## src/rtl/core/rqe_pkg.sv

```systemverilog
// shared constants, types and command/status structs of the rotating queue
`timescale 1ns / 1ps
`default_nettype none
package rqe_pkg;

  localparam int MAX_IDS       = 1024;
  localparam int OUTSIDE_DEPTH = 16;
  localparam int PEND_DEPTH    = MAX_IDS + OUTSIDE_DEPTH;
  localparam int ID_W          = 32;
  localparam int CFG_W         = 11;
  localparam int RING_W        = $clog2(MAX_IDS);
  localparam int NODE_W        = $clog2(MAX_IDS + OUTSIDE_DEPTH);
  localparam int CNT_W         = $clog2(MAX_IDS + 1);
  localparam int PLEN_W        = $clog2(MAX_IDS + OUTSIDE_DEPTH + 1);
  localparam int LVL_W         = $clog2(OUTSIDE_DEPTH + 1);
  localparam int OIDX_W        = (OUTSIDE_DEPTH > 1) ? $clog2(OUTSIDE_DEPTH) : 1;

  typedef enum logic [3:0] {
    ST_NONE,
    ST_ACCEPT,
    ST_INIT,
    ST_E_RD,
    ST_E_UPD,
    ST_E_PUSH,
    ST_S_RD,
    ST_S_UPD
  } step_t;

  typedef struct packed {
    step_t step;
  } rqe_cmd_t;

  typedef struct packed {
    logic init_last;
    logic drop;
  } rqe_status_t;

endpackage
`default_nettype wire

```

## src/rtl/core/rqe_ctrl.sv

```systemverilog
// sequencing state machine of the rotating queue
`timescale 1ns / 1ps
`default_nettype none
module rqe_ctrl (
  input  wire logic                clk,
  input  wire logic                rst,
  input  wire logic                cfg_we,
  input  wire logic                start,
  input  wire logic                op,
  input  wire rqe_pkg::rqe_status_t status,
  output rqe_pkg::rqe_cmd_t        cmd,
  output logic                     busy
);
  import rqe_pkg::*;

  typedef enum logic [6:0] {
    IDLE   = 7'b0000001,
    INIT   = 7'b0000010,
    E_RD   = 7'b0000100,
    E_UPD  = 7'b0001000,
    E_PUSH = 7'b0010000,
    S_RD   = 7'b0100000,
    S_UPD  = 7'b1000000
  } state_t;

  state_t state, state_next;

  always_comb begin
    state_next = state;
    cmd.step   = ST_NONE;
    unique case (state)
      IDLE: begin
        if (cfg_we) begin
          state_next = INIT;
        end else if (start) begin
          cmd.step   = ST_ACCEPT;
          state_next = op ? S_RD : E_RD;
        end
      end
      INIT: begin
        cmd.step = ST_INIT;
        if (status.init_last && !cfg_we) state_next = IDLE;
      end
      E_RD: begin
        cmd.step   = ST_E_RD;
        state_next = E_UPD;
      end
      E_UPD: begin
        cmd.step   = ST_E_UPD;
        state_next = status.drop ? IDLE : E_PUSH;
      end
      E_PUSH: begin
        cmd.step   = ST_E_PUSH;
        state_next = IDLE;
      end
      S_RD: begin
        cmd.step   = ST_S_RD;
        state_next = S_UPD;
      end
      S_UPD: begin
        cmd.step   = ST_S_UPD;
        state_next = IDLE;
      end
      default: state_next = IDLE;
    endcase
  end

  always_ff @(posedge clk) begin
    if (rst) state <= INIT;
    else     state <= state_next;
  end

  assign busy = (state != IDLE);

endmodule
`default_nettype wire

```

## config.mk

```make
export PLATFORM = sky130hd
export DESIGN_NAME = rqe_ctrl
export DESIGN_NICKNAME = d
export VERILOG_FILES = /design/src/rtl/core/rqe_pkg.sv /design/src/rtl/core/rqe_ctrl.sv
export SDC_FILE = /design/constraint.sdc
export NUM_CORES = 1
export LEC_CHECK = 0
export BUFFER_PORTS_ARGS = -buffer_cell sky130_fd_sc_hd__buf_2
export CORE_AREA = 5 5 42 44
export CTS_CLUSTER_DIAMETER = 150
export DETAILED_ROUTE_END_ITERATION = 10
export DIE_AREA = 0 0 47 49
export PLACE_DENSITY = 0.66
export SYNTH_ARGS = -nofsm -noshare
export SYNTH_HDL_FRONTEND = slang
export SYNTH_SLANG_ARGS = --single-unit
export TNS_END_PERCENT = 10
```

## constraint.sdc

```tcl
create_clock -name clk -period 1.3 [get_ports clk]
set_input_delay 0 -clock clk [delete_from_list [all_inputs] [get_ports clk]]
set_output_delay 0 -clock clk [all_outputs]
set_load 0.005 [all_outputs]
```

==> results of run 1 <==
## final timing paths
check | startpoint | cells after the start | to | slack [ns]
worst max-delay path | state[4] | 4 | cmd[2] | -0.20
worst min register to register | state[2] | 2 | state[6] | 0.62
worst max register to register | state[4] | 5 | state[5] | -0.10
worst min-delay path | cfg_we | 3 | state[1] | 0.02
## cells in the mapped netlist
master | number | share of area
nand2_1 | 3 | 0.021
nor3_2 | 1 | 0.019
buf_2 | 3 | 0.028
inv_1 | 1 | 0.0071
nand2b_1 | 2 | 0.024
o21ai_0 | 8 | 0.076
xor2_1 | 3 | 0.050
nor4bb_1 | 1 | 0.019
nor3b_2 | 1 | 0.024
conb_1 | 1 | 0.0071
xnor2_1 | 1 | 0.017
buf_6 | 1 | 0.021
nor3_1 | 8 | 0.076
o21bai_2 | 1 | 0.021
nor4_1 | 1 | 0.012
mux2_2 | 1 | 0.021
buf_4 | 1 | 0.014
dfxtp_1 | 7 | 0.27
a21oi_1 | 1 | 0.0095
clkbuf_1 | 1 | 0.0071
nand3_2 | 1 | 0.019
or4b_1 | 1 | 0.019
o21a_1 | 1 | 0.014
nor2_1 | 4 | 0.028
nor4_2 | 1 | 0.024
nor2b_1 | 1 | 0.012
o32a_1 | 1 | 0.019
or3_4 | 1 | 0.021
nand3b_1 | 1 | 0.014
nor4b_1 | 2 | 0.033
nor3b_1 | 2 | 0.028
o21ai_1 | 1 | 0.0095
a2bb2oi_1 | 1 | 0.017
## critical path: stages, from the launching register on
cell and delay, ns:
dfxtp_1 0.31, or3_4 0.42, mux2_4 0.27, nor4_2 0.11
buf_2 0.14
## routing by layer
metal	track usage	wire length (µm)	up-vias
li1	-	-	278
met1	0.157	583	264
met2	0.192	645	16
met3	0.0701	77	0
met5	0	0	-
met4	0.0369	0	0
## cell families (layout without fill, tap and decap cells)
| family | Yosys count | after routing |
|---|---|---|
| and+or+nand+nor | 31 | 31 |
| AOI/OAI and AO/OA | 14 | 14 |
| DFF | 7 | 7 |
| xor gates and xnor gates | 4 | 4 |
| other | 1 | 1 |
| buffers and inverters | 7 | 29 |
| muxes | 1 | 1 |
## power by group
part / leakage (nW) / internal [mW] / switching (mW)
sequential: 0.0573 / 0.224 / 0.00437
clock: 0.0150 / 0.117 / 0.0744
combinational: 0.243 / 0.0863 / 0.0810
## area by class of cell
class | instances | area (µm²)
sequential | 7 | 143
fill | 134 | 662
multi-input combinational | 51 | 375
clock buffer | 4 | 26.3
timing repair buffer | 24 | 171
inverter | 1 | 3.75
tap | 16 | 20.0
## timing repair
| action | CTS | global route |
|---|---|---|
| setup endpoints to repair | 8 | 10 |
| gates cloned | 0 | 0 |
| buffers inserted | 2 | 0 |
| gates resized for setup | 8 | 5 |
| endpoints found under the hold margin | 3 | 0 |
| pin swaps | 3 | 1 |
| hold buffers | 2 | 0 |
==> metrics.csv, run 1 <==
stage,metric,value,unit
power_and_ir_drop,p_leak,0.315,nW
timing,period_needed,1.50,ns
final_layout,mostFrequentLayoutCell,buf_2,
global_routing,antenna_found_initial,0,
outcome,violations,setup timing,
clock_network,cts_tree,yes,
synth,netlist-cell-type-count,33,
global_routing,gr-usage-all-layers,0.129,
clock_network,clock_path_buffers,2,
floorplanning,fp.dieW,47,µm
timing,hold_viol_final,0,
final_layout,fin_cells,103,
synth,synth-adder-area-share,0,
synth,synth_mux_area_frac,0.0214,
synth,synth-compound-area-share,0.166,
floorplanning,core_area,1400,µm²
flow_run,cap_violations,0,
final_layout,largest_reg_flops,7,
synth,avgSynthCellArea,8.10,µm²
timing,fin_tns_setup,-0.834,ns
final_layout,fin_nets,95,
synth,yosysSeqAreaShare,0.266,
global_routing,first_global_vias,520,
timing,skew,0.00607,ns
final_layout,largestRegisters,state: 7 flops,
placement,hpwl,946,µm
synth,synth_top_family_by_area,simple AND/OR/NAND/NOR gates,
power_and_ir_drop,irDropWorstVdd,0.000916,V
clock_network,clkLatencyLatePin,0.25,ns
synth,yosysWarnings,0,
min_path,hold_class,in2reg,
outcome,outcome,finished with violations,
power_and_ir_drop,power,0.587,mW
synth,synth_area,527,µm²
floorplanning,fp.dieH,49,µm
route,drt_iter0_drc,14,
route,wl_per_cell,12.7,µm
floorplanning,rows,14,
floorplanning,fp.dieArea,2300,µm²
final_layout,final_area,739,µm²
timing,max_freq,0.665,GHz
synth,synth_nets,72,
placement,place_ws,-0.0213,ns
worst_setup_path,start_kind,flop,
clock_network,cts.reportedPaths.clkPinSlew,0.05,ns
clock_network,root_buffer,clkbuf_4,
global_routing,globalRoute.totalOverflow,0,
timing,rsz0062_at_grt,yes,
worst_setup_path,crit_path_end_kind,output port,
placement,postPlaceCellArea,636,µm²
synth,yosys.area_share.simple,0.394,
final_layout,top_register,state,
global_routing,grt_first_pass_wirelength,2.17,mm
placement,portBuffers,10,
final_layout,post-route-util,0.528,
timing,slew_violations,0,
worst_setup_path,cp.required,1.30,ns
final_layout,antenna_cells,0,
placement,globalplace.congestion,0.795,
final_layout,mostFrequentLayoutCells,"10 x buf_2, 9 x buf_4, 6 x nor3_1, 5 x o21ai_0, 5 x dfxtp_1",
final_layout,areaGrowthSynthToFinish,40.4,%
timing,holdWs,0.0175,ns
global_routing,grt_max_degree,14,
route,dr_total_vias,558,
floorplanning,io_pins,12,
synth,ys_ff_latch,7,
route,drc,0,
worst_setup_path,worstSetupPathType,reg2out,
worst_setup_path,worstPathArrival,1.50,ns
power_and_ir_drop,power.density,794,nW/µm²
route,wl,1.31,mm
clock_network,cts_htree_levels,1,
route,via_per_inst,5.42,
timing,setup-violations-final,9,
final_layout,drive_gt1_frac,0.425,
placement,placed_cells,95,
clock_network,cts_buffers,3,
worst_setup_path,crit_fanout,3,
floorplanning,start_util,0.376,
clock_network,clock_sinks,7,
timing,setup_slack,-0.203,ns
route,drt_first_pass_iters,4,
route,final_antenna_net_count,0,
timing,period_share,1.16,
synth,synthXorXnorAreaFrac,0.0665,
synth,synthCells,65,
Note: power is estimated with default switching activity, not from simulation.
==> inputs of run 2 (changes only) <==
- PLACE_DENSITY: 0.66 -> 0.67
==> metrics.csv, run 2 (synthesized netlist as in run 1, its figures left out) <==
stage,metric,value,unit,change
final_layout,largestRegisters,state: 7 flops,,
worst_setup_path,reg2reg_to,state[5],,
timing,slew_violations,0,,unchanged
worst_setup_path,cp_top_family,simple AND/OR/NAND/NOR gates,,
global_routing,grt_max_degree,14,,unchanged
global_routing,first_global_vias,529,,+1.7%
outcome,violations,setup timing,,
global_routing,grt_first_pass_wirelength,2.26,mm,+4.2%
final_layout,mostFrequentLayoutCell,buf_4,,
placement,place_ws,-0.0254,ns,-0.00411 ns
min_path,worstHoldPathCells,4,,+1
floorplanning,io_pins,12,,unchanged
min_path,hold_start,status[0],,
power_and_ir_drop,power_frac_comb,0.286,,about the same
placement,portBuffers,10,,unchanged
route,via_per_inst,5.43,,+0.16%
timing,period_share,1.23,,+0.0716
route,final_antenna_net_count,0,,unchanged
timing,max_freq,0.626,GHz,-5.8%
route,drt_first_pass_iters,4,,unchanged
clock_network,cts_tree,yes,,
worst_setup_path,crit_top_cell,buf_4,,
worst_setup_path,crit_chain,"or3_4, nor3_4, nand3_2, buf_4, buf_4, nor3b_2",,
worst_setup_path,crit_path_end_kind,flop,,
floorplanning,fp.dieArea,2300,µm²,unchanged
global_routing,gr-usage-all-layers,0.135,,+0.00597
floorplanning,fp.dieW,47,µm,unchanged
worst_setup_path,rr_worst_depth,6,,+1
route,dr_total_vias,586,,+5.0%
worst_setup_path,start_kind,flop,,
flow_run,cap_violations,0,,unchanged
power_and_ir_drop,p_int,0.431,mW,+0.78%
route,drt_iter0_drc,7,,-7
floorplanning,rows,14,,unchanged
timing,setup_slack,-0.296,ns,-0.0931 ns
timing,rsz0062_at_grt,yes,,
final_layout,top_register,state,,
timing,skew,0.0178,ns,+0.0117 ns
clock_network,clock_sinks,7,,unchanged
route,drc,0,,unchanged
clock_network,cts_htree_levels,1,,unchanged
clock_network,cts_buffers,3,,unchanged
min_path,hold_class,in2reg,,
power_and_ir_drop,p_leak,0.336,nW,+6.7%
final_layout,fin_nets,100,,+5.3%
min_path,min_to,state[4],,
route,wl,1.52,mm,+16%
floorplanning,fp.dieH,49,µm,unchanged
worst_setup_path,slowest_delay,0.36,ns,-0.06 ns
power_and_ir_drop,clkPwrFrac,0.347,,+0.021
route,wl_per_cell,14.1,µm,+11%
timing,fin_tns_setup,-1.54,ns,-0.706 ns
worst_setup_path,worstSetupPathType,reg2reg,,
worst_setup_path,r2r_slack,-0.30,ns,-0.20 ns
timing,setup-violations-final,9,,unchanged
timing,hold_viol_final,0,,unchanged
placement,hpwl,941,µm,-0.58%
power_and_ir_drop,switching_power,0.187,mW,+17%
floorplanning,start_util,0.376,,unchanged
power_and_ir_drop,irDropWorstVdd,0.000510,V,-44%
power_and_ir_drop,power.density,783,nW/µm²,-1.4%
worst_setup_path,crit_fanout,4,,+1
global_routing,antenna_found_initial,0,,unchanged
worst_setup_path,worstPathArrival,1.79,ns,+0.29 ns
final_layout,drive_gt1_frac,0.489,,+0.0638
worst_setup_path,r2r-start,state[5],,
clock_network,cts.reportedPaths.clkPinSlew,0.07,ns,+0.02 ns
power_and_ir_drop,switching_share,0.303,,+0.0308
final_layout,antenna_cells,0,,unchanged
final_layout,mostFrequentLayoutCells,"14 x buf_4, 10 x buf_2, 6 x nor3_1",,
clock_network,clock_path_buffers,2,,unchanged
placement,globalplace.congestion,0.866,,+8.9%
final_layout,areaGrowthSynthToFinish,49.9,%,
timing,period_needed,1.60,ns,+0.0931 ns
global_routing,globalRoute.totalOverflow,0,,unchanged
outcome,outcome,finished with violations,,
clock_network,root_buffer,clkbuf_4,,
floorplanning,core_area,1400,µm²,unchanged
final_layout,largest_reg_flops,7,,unchanged
power_and_ir_drop,p_seq_frac,0.367,,-0.022
worst_setup_path,crit_buf_inv,2,,+1
worst_setup_path,slowest_stage,dfxtp_4,,
worst_setup_path,cp.required,1.49,ns,+0.19 ns
clock_network,clkLatencyLatePin,0.27,ns,+0.02 ns
## run 2: how the worst max path moves through the flow
stage / startpoint / end / slack [ns] / cells after the start
2_1_floorplan: state[6] / state[5] / -0.03 / 5
3_3_place_gp: state[2] / state[3] / -0.02 / 4
3_5_place_dp: state[2] / state[3] / -0.03 / 4
4_1_cts: state[6] / cmd[2] / -0.23 / 4
5_1_grt: state[5] / state[5] / -0.37 / 6
6_report: state[5] / state[5] / -0.30 / 6
## run 2: cell type report
cell class                 count  area, µm²
fill                         139        612
multi-input combinational     51        385
timing repair buffer          29        208
sequential                     7        146
clock buffer                   4       26.3
tap                           16       20.0
inverter                       1       3.75
## run 2: what timing repair did
item | in CTS | in global routing
hold endpoints to repair | 4 | 0
buffers inserted | 0 | 5
pin swaps | 0 | 3
resized for setup | 9 | 8
hold buffers | 3 | 0
endpoints found under the setup margin | 6 | 11
## run 2: per-stage QoR
stage / hold WS, ns / total power, mW / area, µm² / std cells / util
finish: 0.0391 / 0.618 / 790 / 108 / 0.563
CTS: 0.0104 / 0.605 / 723 / 103 / 0.516
global placement: 0.191 / 0.376 / 643 / 96 / 0.459
global route: 0.0505 / 0.661 / 790 / 108 / 0.563
detailed placement: 0.179 / 0.376 / 643 / 96 / 0.459
floorplan: 0.0695 / 0.324 / 528 / 65 / -
## run 2: metal layers
layer	wire length [µm]	vias up	GRT usage	part of all wire
li1	-	285	-	-
met1	576	276	0.158	0.38
met2	813	20	0.210	0.53
met3	81	5	0.0111	0.053
met4	49	0	0.111	0.032
met5	0	-	0	0
## run 2: power by group through the flow
stage | registers, mW | logic [mW] | clock network (mW)
after global placement | 0.232 | 0.144 | 0
after global routing | 0.227 | 0.196 | 0.238
after floorplan | 0.237 | 0.0877 | 0
after detailed placement | 0.233 | 0.144 | 0
after CTS | 0.228 | 0.162 | 0.215
final | 0.227 | 0.177 | 0.214
## run 2: worst min-delay path, stage by stage
cell and delay, ns:
buf_2 0.09, nor3b_1 0.05, nand2_1 0.07, nor2_1 0.04
==> inputs of run 3 (changes only) <==
- PLACE_DENSITY: 0.67 -> not set
- PLACE_DENSITY_LB_ADDON: not set -> 0.25
==> metrics.csv, run 3 (synthesized netlist as in run 1, its figures left out) <==
stage,metric,value,unit,change
outcome,outcome,finished with violations,,
outcome,violations,setup timing,,
worst_setup_path,worstSetupPathType,reg2out,,
timing,hold_viol_final,0,,unchanged
timing,period_needed,1.50,ns,-0.0995 ns
floorplanning,fp.dieW,47,µm,unchanged
clock_network,clock_sinks,7,,unchanged
global_routing,grt_first_pass_wirelength,2.00,mm,-11%
clock_network,cts.reportedPaths.clkPinSlew,0.05,ns,-0.02 ns
floorplanning,rows,14,,unchanged
route,final_antenna_net_count,0,,unchanged
global_routing,antenna_found_initial,0,,unchanged
final_layout,largest_reg_flops,7,,unchanged
timing,period_share,1.15,,-0.0765
global_routing,gr-usage-all-layers,0.117,,-0.0178
clock_network,cts_htree_levels,1,,unchanged
clock_network,clock_path_buffers,2,,unchanged
timing,fin_tns_setup,-0.787,ns,+0.754 ns
clock_network,cts_tree,yes,,
timing,slew_violations,0,,unchanged
global_routing,globalRoute.totalOverflow,0,,unchanged
global_routing,first_global_vias,503,,-4.9%
floorplanning,fp.dieH,49,µm,unchanged
route,wl,1.35,mm,-11%
power_and_ir_drop,power.density,788,nW/µm²,+0.69%
final_layout,antenna_cells,0,,unchanged
final_layout,fin_nets,96,,-4.0%
timing,rsz0062_at_grt,yes,,
worst_setup_path,start_kind,flop,,
placement,portBuffers,10,,unchanged
worst_setup_path,cp.required,1.30,ns,-0.19 ns
route,wl_per_cell,13.0,µm,-7.8%
clock_network,root_buffer,clkbuf_4,,
min_path,hold_class,in2reg,,
worst_setup_path,crit_path_end_kind,output port,,
route,drc,0,,unchanged
placement,hpwl,965,µm,+2.6%
power_and_ir_drop,irDropWorstVdd,0.000729,V,+43%
timing,skew,0.00270,ns,-0.0151 ns
placement,globalplace.congestion,0.799,,-7.7%
final_layout,mostFrequentLayoutCell,buf_4,,
floorplanning,fp.dieArea,2300,µm²,unchanged
worst_setup_path,crit_fanout,3,,-1
route,via_per_inst,5.23,,-3.6%
final_layout,areaGrowthSynthToFinish,41.3,%,
global_routing,grt_max_degree,14,,unchanged
route,drt_iter0_drc,4,,-3
flow_run,cap_violations,0,,unchanged
route,drt_first_pass_iters,4,,unchanged
worst_setup_path,worstPathArrival,1.50,ns,-0.29 ns
final_layout,largestRegisters,state: 7 flops,,
route,dr_total_vias,544,,-7.2%
floorplanning,core_area,1400,µm²,unchanged
power_and_ir_drop,p_leak,0.316,nW,-5.9%
timing,setup-violations-final,9,,unchanged
final_layout,mostFrequentLayoutCells,"13 x buf_4, 10 x buf_2, 6 x o21ai_0, 6 x nor3_1, 5 x dfxtp_1",,
power_and_ir_drop,power,0.587,mW,-5.1%
clock_network,cts_buffers,3,,unchanged
clock_network,clkLatencyLatePin,0.24,ns,-0.03 ns
final_layout,drive_gt1_frac,0.455,,-0.0346
timing,holdWs,0.0190,ns,-0.0201 ns
floorplanning,start_util,0.376,,unchanged
timing,setup_slack,-0.197,ns,+0.0995 ns
floorplanning,io_pins,12,,unchanged
final_layout,top_register,state,,
timing,max_freq,0.668,GHz,+6.6%
==> run 3: power breakdown <==
part / internal (mW) / switching (mW) / leakage [nW]
clock network: 0.116 / 0.0689 / 0.0150
logic: 0.0901 / 0.0835 / 0.244
registers: 0.223 / 0.00523 / 0.0576
==> run 3: critical path, cell delays in order, from the launching register on <==
cell	delay, ns
dfxtp_1	0.30
or3_4	0.41
mux2_4	0.27
nor4_2	0.12
buf_2	0.15
==> run 3: worst paths after layout <==
| kind | depth (start not counted) | slack (ns) | to | startpoint |
|---|---|---|---|---|
| max | 4 | -0.20 | cmd[2] | state[4] |
| min | 3 | 0.02 | state[1] | cfg_we |
| max reg2reg | 5 | -0.07 | state[5] | state[4] |
| min reg2reg | 1 | 0.54 | state[6] | state[5] |
==> run 3: through the flow <==
step / cell area, µm² / util / setup slack [ns] / instances
floorplan: 528 / - / -0.0295 / 65
global placement: 636 / 0.454 / -0.0381 / 95
detailed placement: 636 / 0.454 / -0.0115 / 95
CTS: 711 / 0.507 / -0.210 / 102
global route: 744 / 0.531 / -0.267 / 104
finish: 744 / 0.531 / -0.197 / 104
==> run 3: final cells by class <==
class | instances | area (µm²)
clock buffers | 4 | 26.3
well taps | 16 | 20.0
inverters | 1 | 3.75
repair buffers | 25 | 168
multi-input cells | 51 | 382
flip-flops and latches | 7 | 145
fillers | 147 | 657
==> run 3: routing by layer <==
| layer | routed length, µm | part of all wire | track usage |
|---|---|---|---|
| met1 | 571 | 0.42 | 0.136 |
| met2 | 690 | 0.51 | 0.195 |
| met3 | 80 | 0.059 | 0.0517 |
| met4 | 8 | 0.0059 | 0.0230 |
| met5 | 0 | 0 | 0 |
==> run 3: repair_timing <==
action,CTS,global route
pin swaps,3,2
resized for setup,5,6
hold endpoints to repair,3,0
hold buffers,2,0
setup endpoints to repair,9,11
gates cloned,0,0
setup buffers,1,2
